[config.mk]
export PLATFORM = sky130hd
export DESIGN_NAME = first_fit_block_allocator_top
export DESIGN_NICKNAME = d
export VERILOG_FILES = /design/src/sv/ffba_pkg.sv /design/src/sv/ffba_cell.sv /design/src/sv/ffba_out.sv /design/src/sv/first_fit_block_allocator_top.sv
export VERILOG_INCLUDE_DIRS = /design/src /design/src/sv
export SDC_FILE = /design/constraint.sdc
export NUM_CORES = 2
export LEC_CHECK = 0
export BUFFER_PORTS_ARGS = -buffer_cell sky130_fd_sc_hd__buf_2
export CORE_ASPECT_RATIO = 1.2
export CORE_MARGIN = 4
export CORE_UTILIZATION = 30
export DETAILED_ROUTE_END_ITERATION = 10
export PLACE_DENSITY = 0.44
export SLEW_MARGIN = 20
export SYNTH_ARGS = -nofsm -noshare
export SYNTH_HDL_FRONTEND = slang
export SYNTH_SLANG_ARGS = --single-unit
[constraint.sdc]
create_clock -name i_clk -period 11.63 [get_ports i_clk]
set_clock_uncertainty 0.1 [all_clocks]
set_input_delay 1.163 -clock i_clk [delete_from_list [all_inputs] [get_ports i_clk]]
set_output_delay 1.163 -clock i_clk [all_outputs]
set_load 0.02 [all_outputs]
[src/sv/assert_macros.svh]
// Assertion helpers shared by the allocator RTL.
`ifndef ASSERT_MACROS_SVH
`define ASSERT_MACROS_SVH

`ifndef SYNTHESIS

// Check a property on every rising edge outside of reset.
`define FFBA_ASSERT(lbl, clk, rst_n, prop) \
    lbl: assert property (@(posedge clk) disable iff (!rst_n) (prop)) \
        else $error("allocator assertion failed");

// Check that the consequent holds in the cycle after the antecedent.
`define FFBA_ASSERT_NEXT(lbl, clk, rst_n, ante, cons) \
    lbl: assert property (@(posedge clk) disable iff (!rst_n) (ante) |=> (cons)) \
        else $error("allocator assertion failed");

`else

`define FFBA_ASSERT(lbl, clk, rst_n, prop)
`define FFBA_ASSERT_NEXT(lbl, clk, rst_n, ante, cons)

`endif

`endif

[src/sv/ffba_pkg.sv]
package ffba_pkg;

    // Operation codes of an input word
    localparam logic OP_ADD   = 1'b0;
    localparam logic OP_ALLOC = 1'b1;

    // Result status codes
    typedef enum logic [1:0] {
        ST_DONE   = 2'd0,
        ST_NO_FIT = 2'd1,
        ST_FULL   = 2'd2
    } t_status;

    // Fixed field widths of the port words
    localparam int SIZE_W   = 16;
    localparam int INDEX_W  = 4;
    localparam int SERIAL_W = 16;

    typedef struct packed {
        logic              operation;
        logic [SIZE_W-1:0] size;
    } t_in_word;

    typedef struct packed {
        t_status             status;
        logic [INDEX_W-1:0]  block_index;
        logic [SIZE_W-1:0]   remaining;
        logic [SERIAL_W-1:0] alloc_serial;
    } t_out_word;

    // Control part of a request travelling down the cell chain
    typedef struct packed {
        logic valid;  // slot holds a request
        logic op;     // OP_ADD or OP_ALLOC
        logic done;   // some cell already served it
    } t_tok_ctl;

endpackage

[src/sv/ffba_cell.sv]
`include "assert_macros.svh"

module ffba_cell #(
    parameter int SIZE_BITS = 16,
    parameter int IDX_W     = 4,
    parameter int CELL_IDX  = 0
) (
    input  logic                  i_clk,
    input  logic                  i_rst_n,
    input  logic                  i_en,
    input  ffba_pkg::t_tok_ctl    i_ctl,
    input  logic [SIZE_BITS-1:0]  i_data,
    input  logic [IDX_W-1:0]      i_idx,
    output ffba_pkg::t_tok_ctl    o_ctl,
    output logic [SIZE_BITS-1:0]  o_data,
    output logic [IDX_W-1:0]      o_idx
);
    import ffba_pkg::*;

    localparam logic [IDX_W-1:0] CELL_ID = IDX_W'(CELL_IDX);

    // Block held by this cell
    logic                 r_used, n_used;
    logic [SIZE_BITS-1:0] r_size, n_size;

    // Request register handed to the next cell
    t_tok_ctl             r_ctl, n_ctl;
    logic [SIZE_BITS-1:0] r_data, n_data;
    logic [IDX_W-1:0]     r_idx, n_idx;

    logic                 fit;
    logic [SIZE_BITS-1:0] diff;

    // Request data is the size until served, the remainder after an allocation
    assign fit  = r_used && (i_data <= r_size);
    assign diff = r_size - i_data;

    // Serve an unserved request if this cell qualifies
    always_comb begin
        n_used = r_used;
        n_size = r_size;
        n_ctl  = i_ctl;
        n_data = i_data;
        n_idx  = i_idx;
        if (i_ctl.valid && !i_ctl.done) begin
            if (i_ctl.op == OP_ADD && !r_used) begin
                n_used     = 1'b1;
                n_size     = i_data;
                n_ctl.done = 1'b1;
                n_idx      = CELL_ID;
            end else if (i_ctl.op == OP_ALLOC && fit) begin
                n_size     = diff;
                n_data     = diff;
                n_ctl.done = 1'b1;
                n_idx      = CELL_ID;
            end
        end
    end

    // Control state
    always_ff @(posedge i_clk) begin
        if (!i_rst_n) begin
            r_used <= 1'b0;
            r_ctl  <= '0;
        end else if (i_en) begin
            r_used <= n_used;
            r_ctl  <= n_ctl;
        end
    end

    // Payload
    always_ff @(posedge i_clk) begin
        if (i_en) begin
            r_size <= n_size;
            r_data <= n_data;
            r_idx  <= n_idx;
        end
    end

    assign o_ctl  = r_ctl;
    assign o_data = r_data;
    assign o_idx  = r_idx;

    // A block once added is never released
    `FFBA_ASSERT_NEXT(a_used_sticky, i_clk, i_rst_n, r_used, r_used)

    // A free cell takes the first unserved add that reaches it
    `FFBA_ASSERT_NEXT(a_add_claims, i_clk, i_rst_n,
        i_en && i_ctl.valid && !i_ctl.done && i_ctl.op == OP_ADD && !r_used,
        r_used && o_ctl.done && o_idx == CELL_ID)

    // A served request passes through untouched
    `FFBA_ASSERT_NEXT(a_done_pass, i_clk, i_rst_n,
        i_en && i_ctl.valid && i_ctl.done,
        o_ctl.done && o_idx == $past(i_idx) && o_data == $past(i_data))

    // Nothing moves while the chain is stalled
    `FFBA_ASSERT_NEXT(a_stall_hold, i_clk, i_rst_n,
        !i_en, $stable(r_used) && $stable(r_ctl))

endmodule

[src/sv/ffba_out.sv]
`include "assert_macros.svh"

module ffba_out #(
    parameter int SIZE_BITS = 16,
    parameter int IDX_W     = 4
) (
    input  logic                  i_clk,
    input  logic                  i_rst_n,
    input  ffba_pkg::t_tok_ctl    i_ctl,
    input  logic [SIZE_BITS-1:0]  i_data,
    input  logic [IDX_W-1:0]      i_idx,
    output logic                  o_en,
    output logic                  o_out_valid,
    input  logic                  i_out_ready,
    output ffba_pkg::t_out_word   o_out_word
);
    import ffba_pkg::*;

    logic                r_valid;
    t_out_word           r_word, n_word;
    logic [SERIAL_W-1:0] r_serial;
    logic                take_alloc;

    // Chain advances whenever the output register can take a word
    assign o_en = !r_valid || i_out_ready;

    assign take_alloc = o_en && i_ctl.valid && i_ctl.done && i_ctl.op == OP_ALLOC;

    // Build the result word from the request leaving the last cell
    always_comb begin
        n_word = '0;
        if (!i_ctl.done) begin
            n_word.status = (i_ctl.op == OP_ADD) ? ST_FULL : ST_NO_FIT;
        end else begin
            n_word.status      = ST_DONE;
            n_word.block_index = INDEX_W'(i_idx);
            n_word.remaining   = SIZE_W'(i_data);
            if (i_ctl.op == OP_ALLOC) begin
                n_word.alloc_serial = r_serial;
            end
        end
    end

    // Output valid and allocation serial
    always_ff @(posedge i_clk) begin
        if (!i_rst_n) begin
            r_valid  <= 1'b0;
            r_serial <= '0;
        end else begin
            if (o_en) begin
                r_valid <= i_ctl.valid;
            end
            if (take_alloc) begin
                r_serial <= r_serial + 1'b1;
            end
        end
    end

    // Output word
    always_ff @(posedge i_clk) begin
        if (o_en && i_ctl.valid) begin
            r_word <= n_word;
        end
    end

    assign o_out_valid = r_valid;
    assign o_out_word  = r_word;

    // Serial steps only on a served allocation
    `FFBA_ASSERT_NEXT(a_serial_step, i_clk, i_rst_n, take_alloc,
        r_serial == $past(r_serial) + 1'b1)
    `FFBA_ASSERT_NEXT(a_serial_hold, i_clk, i_rst_n, !take_alloc, $stable(r_serial))

endmodule

[src/sv/first_fit_block_allocator_top.sv]
// First-fit block allocator. Each input word either adds a free block of the
// given size to the table or allocates from the first block, in insertion
// order, that is large enough; every word yields exactly one result word.
// The table is a chain of MAX_BLOCKS cells, one block per cell, and each
// request walks the chain one cell per clock unless the chain is stalled;
// the result is then registered in the output register. Requests follow
// one another one cell apart, so the block takes one word per cycle as long
// as results are drained; a full output register stalls the whole chain. The
// allocation serial counts successful allocations and wraps at 16 bits.
module first_fit_block_allocator_top #(
    parameter int MAX_BLOCKS = 16,
    parameter int SIZE_BITS  = 16
) (
    input  logic                 i_clk,
    input  logic                 i_rst_n,
    input  logic                 i_in_valid,
    output logic                 o_in_ready,
    input  ffba_pkg::t_in_word   i_in_word,
    output logic                 o_out_valid,
    input  logic                 i_out_ready,
    output ffba_pkg::t_out_word  o_out_word
);
    import ffba_pkg::*;

    localparam int IDX_W = (MAX_BLOCKS > 1) ? $clog2(MAX_BLOCKS) : 1;

    logic                 en;
    t_tok_ctl             link_ctl  [MAX_BLOCKS+1];
    logic [SIZE_BITS-1:0] link_data [MAX_BLOCKS+1];
    logic [IDX_W-1:0]     link_idx  [MAX_BLOCKS+1];

    assign o_in_ready = en;

    // Request entering the chain
    assign link_ctl[0]  = '{valid: i_in_valid, op: i_in_word.operation, done: 1'b0};
    assign link_data[0] = SIZE_BITS'(i_in_word.size);
    assign link_idx[0]  = '0;

    // Cell chain
    for (genvar g = 0; g < MAX_BLOCKS; g++) begin : g_cell
        ffba_cell #(
            .SIZE_BITS (SIZE_BITS),
            .IDX_W     (IDX_W),
            .CELL_IDX  (g)
        ) u_cell (
            .i_clk   (i_clk),
            .i_rst_n (i_rst_n),
            .i_en    (en),
            .i_ctl   (link_ctl[g]),
            .i_data  (link_data[g]),
            .i_idx   (link_idx[g]),
            .o_ctl   (link_ctl[g+1]),
            .o_data  (link_data[g+1]),
            .o_idx   (link_idx[g+1])
        );
    end

    // Result formatting and output register
    ffba_out #(
        .SIZE_BITS (SIZE_BITS),
        .IDX_W     (IDX_W)
    ) u_out (
        .i_clk       (i_clk),
        .i_rst_n     (i_rst_n),
        .i_ctl       (link_ctl[MAX_BLOCKS]),
        .i_data      (link_data[MAX_BLOCKS]),
        .i_idx       (link_idx[MAX_BLOCKS]),
        .o_en        (en),
        .o_out_valid (o_out_valid),
        .i_out_ready (i_out_ready),
        .o_out_word  (o_out_word)
    );

endmodule
==> impl_results.md <==
- Status: finished, final reports clean
- Final slew viol count: 0
- Port bufs: 60
- Crit-path max FO: 100
- Io pins: 61
- DR vias: 27500
- Hold Violations, Final: 0
- Max IR drop VDD: between 100 and 150 uV
- Seq pwr share: 45.3%
- Worst slew margin: 35.24%
- PD cells: between 100 and 150 nW/um2
- Die Area: 140700 um2
- Syn_nets: 4092
- Cell taking the most area after synthesis: edfxtp_1
- Row count: 147
- Hold_ws: 376.3 ps
- Leading cell type by number of instances after synthesis: edfxtp_1
- Hold buffers post-CTS: 0
- Root Buffer: clkbuf_16
- Worst-margin pin slew: 970.4 ps
- MaxCap Viol Count: 0
- Post-CTS sizing: 0
- Synth top cells by count: edfxtp_1 (599), nand2_1 (368), inv_1 (329)
- Worst EP required: 10370 ps
- Detailed Route Iter0 Violations: ~1300
- Mean Syn Cell Area: 10.64 um2
- Max Clk Rate: 230.7 MHz
- Uppermost layer routed: met4
- Async set-reset flop share out of synthesis: 0%
- GRT overflow: 0
- Antenna viol nets, final: 0
- Area growth from synthesis to layout: 12.94%
- Num CTS Buffers: 83
- Final #Nets: 4168
- Initial Util: between 30% and 40%
- H-tree depth: 3
- Routed length per instance: 17.00 um
- Ant. Diodes: 0
- CP endpoint kind: output port
- Tcrit/Tclk final: 37.27%
- GR Util All Layers: between 10 and 15%
- Core Box Area: approximately 130000 um2
- Yosys cell types: 73
- CP arrival: 3070 ps
- Cell Area, Synth: 40430 um2
- Sw Share: 25.74%
- Register area share after synthesis: between 40% and 50%
- Setup-failing EPs final: 0
- TritonCTS clock tree: yes
- Number of global-route vias before repair: 28260
- Clk sinks: 680
- RD Place Congestion: 0.8025
- HPWL Detailed: 70040 um
- Leakage power: about 18 nW
- Synth top area cells: edfxtp_1 (44%), ha_1 (8.0%), mux2_2 (6.9%)
- Die Height: 410.1 um
- First-pass GRT wire length: between 150000 and 200000 um
- Int Pwr: 0.004617 W
- Placed cell area: ~43000 um2
- Initial antenna violation count: 1
- Clock share of power: 42.3%
- Hold WC Path Type: reg2reg
- Share of layout cells above drive strength 1: approximately an eighth
- Post-CTS setup buffers: 0
- DR DRC count: 0
- P_sw: 0.001600 W
- RSZ-0062 raised after global routing: false
- Crit path kind: in2out
- Post-DR vias/cell: 4.801
- WL met3: 2536 um
- DRT Pass-1 Iters: 5
- Synth top area share: 44.49%
- Logic gate share of total power: roughly an eighth
- Tmin final: 4335 ps
- Post-synth top flop: edfxtp_1
- Max clock buf depth: 3
- DR WL met2: 50850 um
- CTS clk-pin slew, worst paths: around 60 ps
- Fin area: 45660 um2
- Post-synthesis cell count: 3798
- EDFF count, synth: 599
- Wire length on met1: 41490 um
- Worst skew pair latency: 680 ps
- Total Neg Setup Slack: 0 ps
- Pin count of the biggest net entering global routing: between 100 and 150
- Startpoint types: primary input
- Final wirelength: 97400 um
- Die Wd: ~340 um
- Post-synthesis sequential element count: 680
- Synth warnings: 0
[power by group through the flow]
| stage | Combinational [W] | Clock [W] | Sequential (W) |
|---|---|---|---|
| floorplan | 0.000606 | 0 | 0.00284 |
| global placement | 0.000774 | 0 | 0.00287 |
| detailed placement | 0.000774 | 0 | 0.00287 |
| CTS | 0.000780 | 0.00275 | 0.00282 |
| global route | 0.000879 | 0.00285 | 0.00283 |
| finish | 0.000773 | 0.00263 | 0.00282 |
[final timing paths]
check | depth (start not counted) | from | end | slack [ps]
max | 6 | i_out_ready | o_in_ready | 7290
min | 2 | g_cell[11].u_cell.o_ctl[2] | g_cell[12].u_cell.o_ctl[2] | 380
max reg2reg | 10 | g_cell[5].u_cell.o_data[0] | g_cell[6].u_cell.r_size[4] | 8080
min reg2reg | 2 | g_cell[11].u_cell.o_ctl[2] | g_cell[12].u_cell.o_ctl[2] | 380
[critical path, stage by stage]
cell,delay (ps)
buf_2,100
nor2b_4,30
buf_4,220
inv_8,550
buf_4,600
buf_2,270
[final cells by class]
type	instances	area (um2)
clock buffer	110	2268
clock inverter	41	501.7
fill	13570	88240
inverter	330	1246
multi-input combinational	2674	19160
sequential	680	19610
tap	1788	2237
timing repair buffer	105	638.1
[per-layer routing]
metal,global-route usage [%],vias to the layer above
met4,4.294,0
li1,-,13970
met2,25.99,272
met1,16.10,13120
met3,2.027,144
met5,0,-
[layout by cell type (no fill, tap or decap), types with 12 or more instances in the layout]
cell type  count
or2_2         12
a21boi_0      48
clkbuf_16     83
clkinv_2      16
xor2_1        67
fa_1          16
nand4_1       27
and2_1        62
nor3_1        23
edfxtp_1     599
and3_1        35
nand2b_1      49
or3_1         12
buf_4         45
buf_2         60
a211oi_1      26
xnor2_1      133
nand3_1       58
o21a_1        63
mux2_2       249
a21o_1        88
nor2_1       186
ha_1         257
mux2_1        33
nor2b_1       43
nand2_1      368
o21ai_0      270
clkbuf_1      18
inv_1        329
o21bai_1      25
dfxtp_1       81
o211ai_1      21
a21oi_1      226
a31oi_1       53
mux2i_1       28
o21ai_1       39
[registers in the layout (all words and copies together), names as in the netlist]
name                  cells
g_cell.u_cell.o_data    256
g_cell.u_cell.r_size    256
g_cell.u_cell.o_idx      49
g_cell.u_cell.o_ctl      48
u_out.o_out_word         38
g_cell.u_cell.r_used     16
u_out.r_serial           16
u_out.o_out_valid         1
[stage by stage]
stage | utilization [%] | setup slack [ps] | std cells | total power, W
floorplan | - | 4645 | 3798 | 0.003444
global placement | 32.03 | 7214 | 5577 | 0.003644
CTS | 34.10 | 7192 | 5728 | 0.006345
global route | 34.10 | 7117 | 5728 | 0.006550
detailed placement | 32.03 | 7192 | 5577 | 0.003644
finish | 34.10 | 7295 | 5728 | 0.006217
[logic make-up (layout without fill, tap and decap cells)]
kind of cell | after synthesis | in the layout | share of synthesized area [%]
flops | 680 | 680 | 48.50
xor+xnor | 200 | 200 | 4.333
compound gates | 987 | 987 | 15.30
fa+ha+maj | 273 | 273 | 8.746
buf+inv | 444 | 586 | 4.203
mux | 310 | 310 | 8.548
simple gates | 904 | 904 | 10.37
Power figures use the tool's default switching activity.
